### config.mk
export PLATFORM = sky130hd
export DESIGN_NAME = jpeg_coefficient_run_length_symbolizer
export DESIGN_NICKNAME = d
export VERILOG_FILES = /design/src/rtl/core/jcrls_pkg.sv /design/src/rtl/core/jcrls_amplitude.sv /design/src/rtl/core/jcrls_input_stage.sv /design/src/rtl/core/jcrls_emitter.sv /design/src/rtl/core/jpeg_coefficient_run_length_symbolizer.sv
export SDC_FILE = /design/constraint.sdc
export NUM_CORES = 1
export LEC_CHECK = 0
export BUFFER_PORTS_ARGS = -buffer_cell sky130_fd_sc_hd__clkbuf_2
export CELL_PAD_IN_SITES_DETAIL_PLACEMENT = 0
export CELL_PAD_IN_SITES_GLOBAL_PLACEMENT = 1
export CORE_UTILIZATION = 45
export CTS_CLUSTER_DIAMETER = 80
export DETAILED_ROUTE_END_ITERATION = 10
export GPL_TIMING_DRIVEN = 1
export MAX_ROUTING_LAYER = met4
export PLACE_DENSITY = 0.89
export SLEW_MARGIN = 20
export SYNTH_ARGS = -nofsm -noshare
export SYNTH_HDL_FRONTEND = slang
export SYNTH_SLANG_ARGS = --single-unit
### constraint.sdc
create_clock -name clk -period 10.9 [get_ports clk]
set_input_delay 2.18 -clock clk [delete_from_list [all_inputs] [get_ports clk]]
set_output_delay 2.18 -clock clk [all_outputs]
set_load 0.02 [all_outputs]
### src/rtl/core/jcrls_pkg.sv
// Shared types and constants for the JPEG coefficient run-length symbolizer.
// No dependencies; every module of the block imports this package.
`default_nettype none

package jcrls_pkg;

	localparam int BLOCK_COEFFICIENTS = 64;
	localparam int POS_W  = $clog2(BLOCK_COEFFICIENTS);
	localparam int COEF_W = 16;
	localparam int AMP_W  = 15;
	localparam int SIZE_W = 4;
	localparam int SYM_W  = 8;
	localparam int RUN_W  = 4;
	localparam int ZRL_W  = 2;
	localparam int CNT_W  = 3;

	localparam logic [POS_W-1:0]  LAST_POS        = POS_W'(BLOCK_COEFFICIENTS - 1);
	localparam logic [SYM_W-1:0]  ZERO_RUN_SYMBOL = 8'hF0;
	localparam logic [SYM_W-1:0]  EOB_SYMBOL      = 8'h00;
	localparam logic [COEF_W-1:0] COEF_MOST_NEG   = 16'h8000;
	localparam logic              CLASS_DC        = 1'b0;
	localparam logic              CLASS_AC        = 1'b1;

	// Kind of result sent for a given slot of an item's result list.
	typedef enum logic [1:0] {
		KIND_ZRL   = 2'd0,
		KIND_CODED = 2'd1,
		KIND_EOB   = 2'd2
	} kind_t;

	// Size category and amplitude bits of one coefficient.
	typedef struct packed {
		logic [SIZE_W-1:0] size;
		logic [AMP_W-1:0]  bits;
	} amp_t;

	// Result list of the item held in stage 1.
	typedef struct packed {
		logic              dc;
		logic              coded;
		logic [ZRL_W-1:0]  zrl;
		logic              eob;
		logic [RUN_W-1:0]  run;
		logic [CNT_W-1:0]  count;
	} plan_t;

endpackage

`default_nettype wire

### src/rtl/core/jcrls_amplitude.sv
// Size category and amplitude bits of one coefficient, with saturation.
// Combinational; uses jcrls_pkg.
`default_nettype none

module jcrls_amplitude
	import jcrls_pkg::*;
(
	input  wire logic [COEF_W-1:0] coef,
	output amp_t                   amp
);

	logic [COEF_W-1:0] sat;
	logic [AMP_W-1:0]  mag;
	logic [AMP_W-1:0]  mask;
	logic [SIZE_W-1:0] size;

	always_comb begin
		sat = (coef == COEF_MOST_NEG) ? (COEF_MOST_NEG + COEF_W'(1)) : coef;
		mag = sat[COEF_W-1] ? AMP_W'(-sat) : sat[AMP_W-1:0];
		size = '0;
		for (int i = 0; i < AMP_W; i++) begin
			if (mag[i]) size = SIZE_W'(i + 1);
		end
		mask = '0;
		for (int i = 0; i < AMP_W; i++) begin
			mask[i] = (SIZE_W'(i) < size);
		end
		// A negative value minus one is the complement of its magnitude.
		amp.size = size;
		amp.bits = (sat[COEF_W-1] ? ~mag : mag) & mask;
	end

endmodule

`default_nettype wire

### src/rtl/core/jcrls_input_stage.sv
// Stage 1 coefficient register, block position state and the result list plan.
// Uses jcrls_pkg and jcrls_amplitude.
`default_nettype none

module jcrls_input_stage
	import jcrls_pkg::*;
(
	input  wire logic              clk,
	input  wire logic              arst_n,
	input  wire logic              in_valid,
	output logic                   in_ready,
	input  wire logic [COEF_W-1:0] coefficient,
	input  wire logic              retire,
	output logic                   valid_s1,
	output plan_t                  plan,
	output amp_t                   amp
);

	logic [COEF_W-1:0] coef_s1;
	logic [POS_W-1:0]  pos_q;
	logic [POS_W-1:0]  last_q;
	logic              pos0;
	logic              nonzero;
	logic [POS_W-1:0]  gap_m1;

	assign in_ready = !valid_s1 || retire;

	always_ff @(posedge clk or negedge arst_n) begin
		if (!arst_n) begin
			valid_s1 <= 1'b0;
		end else if (in_valid && in_ready) begin
			valid_s1 <= 1'b1;
		end else if (retire) begin
			valid_s1 <= 1'b0;
		end
	end

	always_ff @(posedge clk) begin
		if (in_valid && in_ready) coef_s1 <= coefficient;
	end

	always_ff @(posedge clk or negedge arst_n) begin
		if (!arst_n) begin
			pos_q  <= '0;
			last_q <= '0;
		end else if (retire) begin
			pos_q <= pos_q + POS_W'(1);
			if (pos0 || nonzero) last_q <= pos_q;
		end
	end

	jcrls_amplitude u_amp (
		.coef (coef_s1),
		.amp  (amp)
	);

	always_comb begin
		pos0    = (pos_q == '0);
		nonzero = (coef_s1 != '0);
		gap_m1  = pos_q - last_q - POS_W'(1);
		plan.dc    = pos0;
		plan.coded = pos0 || nonzero;
		// Each full span of 16 skipped zeros costs one zero-run symbol.
		plan.zrl   = (!pos0 && nonzero) ? gap_m1[POS_W-1:RUN_W] : '0;
		plan.run   = gap_m1[RUN_W-1:0];
		plan.eob   = !pos0 && (pos_q == LAST_POS) && !nonzero;
		plan.count = CNT_W'(plan.zrl) + CNT_W'(plan.coded) + CNT_W'(plan.eob);
	end

endmodule

`default_nettype wire

### src/rtl/core/jcrls_emitter.sv
// Walks the result list of the stage 1 item and loads the output register.
// Uses jcrls_pkg.
`default_nettype none

module jcrls_emitter
	import jcrls_pkg::*;
(
	input  wire logic              clk,
	input  wire logic              arst_n,
	input  wire logic              valid_s1,
	input  wire plan_t             plan,
	input  wire amp_t              amp,
	output logic                   retire,
	output logic                   out_valid,
	input  wire logic              out_ready,
	output logic                   symbol_class,
	output logic [SYM_W-1:0]       symbol,
	output logic [SIZE_W-1:0]      extra_bit_count,
	output logic [AMP_W-1:0]       extra_bits,
	output logic                   last_of_run
);

	logic [ZRL_W-1:0] idx_q;
	logic             fire;
	logic             is_last;
	kind_t            kind;

	assign fire    = valid_s1 && (plan.count != '0) && (!out_valid || out_ready);
	assign is_last = (CNT_W'(idx_q) == plan.count - CNT_W'(1));
	// An item with no results leaves stage 1 at once.
	assign retire  = valid_s1 && ((plan.count == '0) || (fire && is_last));

	always_comb begin
		if (CNT_W'(idx_q) < CNT_W'(plan.zrl)) begin
			kind = KIND_ZRL;
		end else if (plan.coded && (idx_q == plan.zrl)) begin
			kind = KIND_CODED;
		end else begin
			kind = KIND_EOB;
		end
	end

	always_ff @(posedge clk or negedge arst_n) begin
		if (!arst_n) begin
			idx_q     <= '0;
			out_valid <= 1'b0;
		end else begin
			if (retire) begin
				idx_q <= '0;
			end else if (fire) begin
				idx_q <= idx_q + ZRL_W'(1);
			end
			if (fire) begin
				out_valid <= 1'b1;
			end else if (out_ready) begin
				out_valid <= 1'b0;
			end
		end
	end

	always_ff @(posedge clk) begin
		if (fire) begin
			last_of_run <= is_last;
			case (kind)
				KIND_CODED: begin
					symbol_class    <= plan.dc ? CLASS_DC : CLASS_AC;
					symbol          <= plan.dc ? SYM_W'(amp.size) : {plan.run, amp.size};
					extra_bit_count <= amp.size;
					extra_bits      <= amp.bits;
				end
				KIND_ZRL: begin
					symbol_class    <= CLASS_AC;
					symbol          <= ZERO_RUN_SYMBOL;
					extra_bit_count <= '0;
					extra_bits      <= '0;
				end
				default: begin
					symbol_class    <= CLASS_AC;
					symbol          <= EOB_SYMBOL;
					extra_bit_count <= '0;
					extra_bits      <= '0;
				end
			endcase
		end
	end

	a_idx_in_list: assert property (@(posedge clk) disable iff (!arst_n)
		valid_s1 && (plan.count != '0) |-> CNT_W'(idx_q) < plan.count)
		else $error("result index ran past the item's result list");

	a_idx_cleared: assert property (@(posedge clk) disable iff (!arst_n)
		retire |=> idx_q == '0)
		else $error("result index not cleared after the item left stage 1");

	a_idle_idx: assert property (@(posedge clk) disable iff (!arst_n)
		!valid_s1 |-> idx_q == '0)
		else $error("result index nonzero with stage 1 empty");

	a_dc_single: assert property (@(posedge clk) disable iff (!arst_n)
		valid_s1 && plan.dc |-> plan.count == CNT_W'(1))
		else $error("DC item must give exactly one result");

endmodule

`default_nettype wire

### src/rtl/core/jpeg_coefficient_run_length_symbolizer.sv
// Top level of the JPEG coefficient run-length symbolizer.
// Uses jcrls_pkg, jcrls_input_stage and jcrls_emitter.
//
//  channel  | handshake            | payload
//  ---------+----------------------+------------------------------------------
//  input    | in_valid / in_ready  | coefficient
//  output   | out_valid / out_ready| symbol_class, symbol, extra_bit_count,
//           |                      | extra_bits, last_of_run
//
// An item is registered in stage 1 and its results leave through the output
// register. One item per cycle while each item gives at most one result and
// the output does not stall; an item with k results (up to four: three
// zero-run symbols and a coded symbol) holds stage 1 until its last result
// is sent, as the result port is single. An AC zero with no result still
// enters stage 1. Reset clears the block position to the start of a block;
// no clearing pass. Output stalls back up into stage 1 and then into in_ready.
`default_nettype none

module jpeg_coefficient_run_length_symbolizer
	import jcrls_pkg::*;
(
	input  wire logic              clk,
	input  wire logic              arst_n,
	input  wire logic              in_valid,
	output logic                   in_ready,
	input  wire logic [COEF_W-1:0] coefficient,
	output logic                   out_valid,
	input  wire logic              out_ready,
	output logic                   symbol_class,
	output logic [SYM_W-1:0]       symbol,
	output logic [SIZE_W-1:0]      extra_bit_count,
	output logic [AMP_W-1:0]       extra_bits,
	output logic                   last_of_run
);

	logic  retire;
	logic  valid_s1;
	plan_t plan;
	amp_t  amp;

	jcrls_input_stage u_input (
		.clk         (clk),
		.arst_n      (arst_n),
		.in_valid    (in_valid),
		.in_ready    (in_ready),
		.coefficient (coefficient),
		.retire      (retire),
		.valid_s1    (valid_s1),
		.plan        (plan),
		.amp         (amp)
	);

	jcrls_emitter u_emit (
		.clk             (clk),
		.arst_n          (arst_n),
		.valid_s1        (valid_s1),
		.plan            (plan),
		.amp             (amp),
		.retire          (retire),
		.out_valid       (out_valid),
		.out_ready       (out_ready),
		.symbol_class    (symbol_class),
		.symbol          (symbol),
		.extra_bit_count (extra_bit_count),
		.extra_bits      (extra_bits),
		.last_of_run     (last_of_run)
	);

endmodule

`default_nettype wire

* Word-level counts from Yosys, hierarchy flattened
Cells that the tools add are included.
Word-level totals: bits in registers 61, input bits 20
Operators by class: add/subtract/negate cells 8, $lt $le $gt $ge 16, equality and inequality tests 5, muxes and demuxes 30, bitwise logic cells 2, reduce and logical (&&, ||, !) cells 26
Operators by type and width (number):
- $mux 4 | 14
- $mux 15 | 2
- $lt 4x4->1 const A | 7
- $eq 16x16->1 const B | 1
- $lt 3x4->1 const A | 4
- $mux 16 | 1
- $pmux 8 s2 | 1
- $reduce_bool 16->1 | 1
- $and 15x15->15 | 1
- $neg 15->15 | 1
- $not 15->15 | 1
- $mux 2 | 5
- $logic_and 1x1->1 | 9
- $lt 1x4->1 const A | 2
- $lt 2x4->1 const A | 2
- $mux 8 | 1
- $add 6x1->6 const B | 1
- $eq 6x6->1 const B | 1
- $logic_not 6->1 | 1
- $mux 1 | 6
- $reduce_bool 2->1 | 3
- $sub 6x1->6 const B | 1
- $sub 6x6->6 | 1
- $logic_not 1->1 | 4
- 13 further kinds | 16

* Logic depth before layout (Yosys ltp)
Gate-level depths: netlist of the first run.
word-level depth 21, gate-level depth with buffers 22, gate-level depth less buffers 21

* Modules after synthesis
A second synthesis of the first run with hierarchy kept.
Unflattened totals: cells, all modules 383, area total of the unflattened synthesis 3953.8 µm²
By module, submodules not included:
- jcrls_input_stage | times used 1, cells an instance 102, area each 1422.6 µm², seq. area each 805.8 µm²
- jcrls_emitter | times used 1, cells an instance 99, area each 1357.6 µm², seq. area each 945.9 µm²
- jcrls_amplitude | times used 1, cells an instance 182, area each 1173.6 µm², seq. area each 0.0 µm²

* Worst setup path before layout of the first run
No wires, ideal clock.
kind register to output, from register u_input.coef_s1[0], to output port in_ready, arrival time 4845 ps, required time 8720 ps, path slack 3875 ps, cell stages (with the launch flop) 15, cell sequence edfxtp_1 > clkbuf_1 > or4_4 > nor3_4 > nand2_1 > nor2_1 > nor2_1 > and2_1 > inv_1 > fa_1 > ha_1 > ha_1 > nand2b_1 > a21oi_1 > a21o_1
Between the ends: cells in the longest elaborated chain, start to end 12
RTL lines:
- start: declaration | line jcrls_input_stage.sv:19 | logic [COEF_W-1:0] coef_s1;
- start signal: assignment | line jcrls_input_stage.sv:39 | if (in_valid && in_ready) coef_s1 <= coefficient;
- $reduce_bool 16->1 * | line jcrls_input_stage.sv:59 | nonzero = (coef_s1 != '0);
- $logic_and 1x1->1 | line jcrls_input_stage.sv:64 | plan.zrl = (!pos0 && nonzero) ? gap_m1[POS_W-1:RUN_W] : '0;
- $mux 2 | line jcrls_input_stage.sv:64
- $add 2x1->3 | line jcrls_input_stage.sv:67 | plan.count = CNT_W'(plan.zrl) + CNT_W'(plan.coded) + CNT_W'(plan.eob);
- $add 3x1->3 * | line jcrls_input_stage.sv:67
- $reduce_bool 3->1 * | line jcrls_emitter.sv:28 | assign fire = valid_s1 && (plan.count != '0) && (!out_valid || out_ready);
- $logic_and 1x1->1 * (2 in a row) | line jcrls_emitter.sv:28
- named net u_emit.fire | line jcrls_emitter.sv:24 | logic fire;
- $logic_and 1x1->1 * | line jcrls_emitter.sv:31 | assign retire = valid_s1 && ((plan.count == '0) || (fire && is_last));
- $logic_or 1x1->1 * | line jcrls_emitter.sv:31
- $logic_and 1x1->1 * | line jcrls_emitter.sv:31
- $logic_or 1x1->1 * | line jcrls_input_stage.sv:26 | assign in_ready = !valid_s1 || retire;
- end: declaration | line jpeg_coefficient_run_length_symbolizer.sv:25 | output logic in_ready,
Mark *: on every way through the listed nets, which the timed path passes. The rest lies on a longest branch.

* Worst setup path in the final report of the first run
from register u_input.coef_s1[11], to output port in_ready
The elaborated chain is that of the path after synthesis.

==> results of run 1 <==
registers in the layout, summed over array words and instances (netlist names):
register and count:
u_input.coef_s1 16, u_emit.extra_bits 15, u_emit.symbol 8, u_input.last_q 6
u_input.pos_q 6, u_emit.extra_bit_count 4, u_emit.idx_q 2, u_emit.last_of_run 1
u_emit.out_valid 1, u_emit.symbol_class 1, u_input.valid_s1 1
per-layer routing:
layer | wire, um | up-vias | GRT usage (%)
li1 | - | 1478 | -
met1 | 3781 | 1389 | 27.36
met2 | 3409 | 104 | 28.16
met3 | 495 | 11 | 5.340
met4 | 159 | 0 | 7.821
met5 | 0 | - | -
critical path, cell delays in order (launching register included):
cell and delay, ps:
edfxtp_1 590, or4_4 630, nor3_1 400, nand2_1 130, nor2_1 140, nor2_1 100
and2_1 160, inv_1 80, fa_1 170, inv_1 40, ha_1 260, inv_1 40
ha_1 170, ha_1 200, nand2b_1 190, a21oi_2 150, a21o_1 160, clkbuf_2 170
cells by family after synthesis:
family | after synthesis
DFF | 61
adders and majority gates | 15
xor gates and xnor gates | 29
AOI/OAI and AO/OA | 82
buffers and inverters | 42
and+or+nand+nor | 146
muxes | 6
cell usage in the layout (no fill, tap or decap), types with 7 or more instances in the layout:
master    count
edfxtp_1     45
clkbuf_8      9
a21o_1        8
nand4_1       9
nor2_1       39
clkbuf_2     50
ha_1         13
xnor2_1      18
nand3_1      16
o21ai_0      16
inv_1        20
nand2_1      27
dfrtp_1      16
nor3_1       10
a21oi_1      16
xor2_1       11
a31oi_1       7
stage by stage:
| step | cell area [um2] | setup WS (ps) | utilization (%) | std cells | hold slack, ps |
|---|---|---|---|---|---|
| after floorplan | 3806 | 3875 | - | 381 | 449.8 |
| after global placement | 4104 | 5092 | 49.95 | 516 | 466.3 |
| after detailed placement | 4104 | 5003 | 49.95 | 516 | 487.8 |
| after CTS | 4285 | 4593 | 52.15 | 532 | 502.5 |
| after global routing | 4285 | 4210 | 52.15 | 532 | 522.8 |
| final | 4285 | 4596 | 52.15 | 532 | 496.2 |
layout make-up:
class	instances	area share (%)
clock buffers	10	2.978
clock inverters	6	1.255
inverters	20	1.752
multi-input cells	278	43.88
flip-flops and latches	61	40.88
well taps	105	3.066
repair buffers	52	6.190
worst min-delay path by stage:
stage	from	to	slack (ps)	cells after the start
after global routing	u_input.last_q[4]	u_input.last_q[4]	520	1
after detailed placement	u_input.last_q[0]	u_input.last_q[0]	490	2
after CTS	u_input.last_q[0]	u_input.last_q[0]	500	2
final	u_input.last_q[0]	u_input.last_q[0]	500	2
after global placement	u_input.last_q[0]	u_input.last_q[0]	470	2
after floorplan	u_input.last_q[0]	u_input.last_q[0]	450	2
==> results_dict.tcl, run 1 <==
set metrics [dict create \
    cts.sinks 61 \
    cts_root_buffer "clkbuf_8" \
    synth_top_family_by_area "simple AND/OR/NAND/NOR gates" \
    drive_gt1_share_pct 21.31 \
    slew_violations 0 \
    yosys-top-cells-count "45 x edfxtp_1, 39 x nor2_1, 27 x nand2_1" \
    die-area_um2 8829 \
    max_cap_viol_count 0 \
    grtUsageTotal_pct 20.00 \
    timing.rr.start "u_input.coef_s1[11]" \
    port_buffers 50 \
    cp-end-kind "primary output" \
    fillCellCount 742 \
    antenna_cells_inserted 0 \
    area_growth_syn_to_layout_pct 12.59 \
    drcViolationCount 0 \
    grt_pass1_vias 2731 \
    finalWirelength_mm 7.844 \
    max_freq_mhz 158.6 \
    cts_hold_buf 0 \
    htree_levels 3 \
    synthCells 381 \
    synth_compound_area_share_pct 15.02 \
    synth_async_sr_flop_share_pct 26.23 \
    cts_buffers 9 \
    synth_top_area_cell "edfxtp_1" \
    cts_resized 0 \
    fin_tns_setup_ps 0 \
    via_per_inst 5.605 \
    antenna_found_initial 0 \
    r2r_end "u_input.last_q[4]" \
    drtIter0Drc 220 \
    synth_fp_nets 416 \
    rsz0062_at_grt "no" \
    ys_seq_area_share_pct 46.02 \
    seq_area_um2 1752 \
    startpoint_type "flip-flop" \
    critical_path_required_ps 8720 \
    drt-pass1-iter-count 5 \
    hold_viol 0 \
    worstPathArrival_ps 4120 \
    synth-edff-count 45 \
    ant_nets 0 \
    yosys.area_share.simple_pct 20.55 \
    synthMuxAreaShare_pct 1.742 \
    clk_pin_slew_worst_paths_ps 70 \
    layout_min_cycle_time_ps 6304 \
    dp_hpwl_mm 5.673 \
    ys.flop_type "edfxtp_1" \
    multi_input_area_um2 1881 \
    rows 33 \
    grt_max_degree 40 \
    wire_per_inst_um 14.74 \
    r2r_setup_slack_ps 5580 \
    gp_congestion 0.9295 \
    startpoint "u_input.coef_s1[11]" \
    syn-cell-area_um2 3806 \
    clock_latency_ps 350 \
    yosysMostFrequentCell "edfxtp_1" \
    start_util_pct 46.32 \
    yosysWarnings 0 \
    status "finished, final reports clean" \
    nNetsFinal 457 \
    crit_fanout 16 \
    grt_overflow 0 \
    vias 2982 \
    relSlewSlack_pct 39.28 \
    clockBufferDepth 2 \
    post-cts-setup-buffer-count 0 \
    die_h_um 93.97 \
    path_class "flip-flop to primary output" \
    setup_viol 0 \
    synth_cell_types 62 \
    fin_skew_ps 12.91 \
    synth_area_leaders "edfxtp_1 36%, dfrtp_1 11%, ha_1 4.3%, xnor2_1 4.1%, nor2_1 3.8%" \
    tightest_slew_ps 903.4 \
    synth_top_area_share_pct 35.50 \
    hp-class "flip-flop to flip-flop" \
    crit_path_end "in_ready" \
    core-area_um2 8217 \
    grt_pass1_wl_mm 12.91 \
    synth_fa_ha_area_share_pct 5.325 \
    fin_crit_sh_pct 57.83 \
    die_w_um 93.97 \
    r2r_cells 20 \
    tritoncts "done" \
    ys_ff_latch 61 \
    synthXorXnorAreaFrac_pct 6.673 \
    avgSynthCellArea_um2 9.990 \
    ioPinCount 51 \
]
Power of run 1 is left out: the tool's default activity adds up to more than one toggle a clock period on the data nets, which glitch-free logic cannot reach.
==> run 2: changes to the inputs <==
- clock period: 10.9 -> 6.6 ns (I/O delays scaled with it)
==> run 2 against run 1 <==
Against the previous run:
- cell area rose by 0.67%
- wire length is 1.0% higher
- worst hold slack worse by 3.1 ps
- die area unchanged
- first-iteration DRC count is 1.8% higher
- highest routed layer unchanged
- critical path type unchanged
- setup slack got worse by 3400 ps
==> results_dict.tcl, run 2 (synthesized netlist as in run 1, its figures left out) <==
set metrics [dict create \
    status "finished, final reports clean" \
    drtIter0Drc 224 \
    clockBufferDepth 2 \
    grt_overflow 0 \
    vias 3006 \
    via_per_inst 5.640 \
    ioPinCount 51 \
    nNetsFinal 458 \
    critical_path_required_ps 5280 \
    crit_fanout 16 \
    dr_wl_met3_um 471 \
    startpoint_type "flip-flop" \
    wl_met2_mm 3.422 \
    cp-end-kind "primary output" \
    top_layer "met4" \
    relSlewSlack_pct 38.20 \
    wire_per_inst_um 14.87 \
    rows 33 \
    cts_buffers 9 \
    tightest_slew_ps 919.4 \
    fin_crit_sh_pct 82.55 \
    rsz0062_at_grt "no" \
    die_w_um 93.97 \
    drcViolationCount 0 \
    fin_skew_ps 15.05 \
    drive_gt1_share_pct 22.20 \
    cts.sinks 61 \
    drt-pass1-iter-count 5 \
    largest_registers "u_input.coef_s1: 16 flops, u_emit.extra_bits: 15 flops, u_emit.symbol: 8 flops" \
    max_cap_viol_count 0 \
    grt_pass1_vias 2705 \
    fin_tns_setup_ps 0 \
    antenna_found_initial 0 \
    dp_hpwl_mm 5.849 \
    layout_min_cycle_time_ps 5448 \
    antenna_cells_inserted 0 \
    cts_root_buffer "clkbuf_8" \
    core-area_um2 8217 \
    post-cts-setup-buffer-count 0 \
    ant_nets 0 \
    regMostFlops "u_input.coef_s1" \
    hp-class "flip-flop to flip-flop" \
    finalWirelength_mm 7.926 \
    max_freq_mhz 183.6 \
    grt_max_degree 40 \
    worstPathArrival_ps 4130 \
    area_growth_syn_to_layout_pct 13.35 \
    final_cell_mix "50 x clkbuf_2, 45 x edfxtp_1, 39 x nor2_1, 27 x nand2_1, 20 x inv_1" \
    clk_pin_slew_worst_paths_ps 80 \
    die_h_um 93.97 \
    start_util_pct 46.32 \
    port_buffers 50 \
    wl_met1_mm 3.885 \
    clock_latency_ps 350 \
    htree_levels 3 \
    cts_hold_buf 0 \
    final_common_cell "clkbuf_2" \
    slew_violations 0 \
    grtUsageTotal_pct 19.83 \
    hold_viol 0 \
    grt_pass1_wl_mm 12.92 \
    largest_reg_flops 16 \
    cts_resized 0 \
    die-area_um2 8829 \
    tritoncts "done" \
    gp_congestion 0.9289 \
    setup_viol 0 \
    path_class "flip-flop to primary output" \
]
==> run 2: cell types whose count changed in the layout (fill, tap and decap cells not counted) <==
cell,previous run,this run
clkbuf_8,9,11
clkinv_1,3,0
buf_4,2,3
clkinv_2,1,2
==> run 2: final cells by class <==
cell class                 count  area, um2
timing repair buffer          53      272.8
multi-input combinational    278       1881
clock inverter                 4      47.55
sequential                    61       1752
fill                         747       3902
inverter                      20      75.07
tap                          105      131.4
clock buffer                  12      155.1
==> run 2: per-stage QoR <==
| stage | cell area (um2) | worst slack [ps] | hold slack [ps] | cells | util [%] |
|---|---|---|---|---|---|
| global route | 4314 | 834.4 | 526.6 | 533 | 52.50 |
| floorplan | 3806 | 435.2 | 449.8 | 381 | - |
| finish | 4314 | 1152 | 493.0 | 533 | 52.50 |
| CTS | 4314 | 1182 | 497.6 | 533 | 52.50 |
| global placement | 4111 | 1652 | 464.9 | 517 | 50.04 |
| detailed placement | 4111 | 1576 | 481.0 | 517 | 50.04 |
==> run 2: worst max-delay path: stages (launching register included) <==
cell,delay [ps]
edfxtp_1,600
or4_4,630
nor3_1,400
nand2_1,140
nor2_1,150
nor2_1,100
and2_1,160
inv_1,70
fa_1,450
ha_1,220
ha_1,200
nand2b_1,180
a21oi_2,140
a21o_1,160
clkbuf_2,170
==> run 2: routing by layer <==
layer | global-route usage, % | vias up
li1 | - | 1474
met2 | 28.10 | 109
met4 | 6.923 | 0
met5 | - | -
met1 | 27.71 | 1408
met3 | 4.693 | 15
==> run 2: final timing paths <==
check,slack [ps],start,to,depth (start not counted)
worst min register to register,490,u_input.last_q[0],u_input.last_q[0],2
worst max register to register,1710,u_input.coef_s1[11],u_input.last_q[3],18
min in group asynchronous,890,arst_n,u_emit.idx_q[1],1
max in group asynchronous,5390,arst_n,u_input.last_q[5],1
worst max-delay path,1150,u_input.coef_s1[11],in_ready,14
worst min-delay path,490,u_input.last_q[0],u_input.last_q[0],2
Power of run 2 is left out for the same reason.
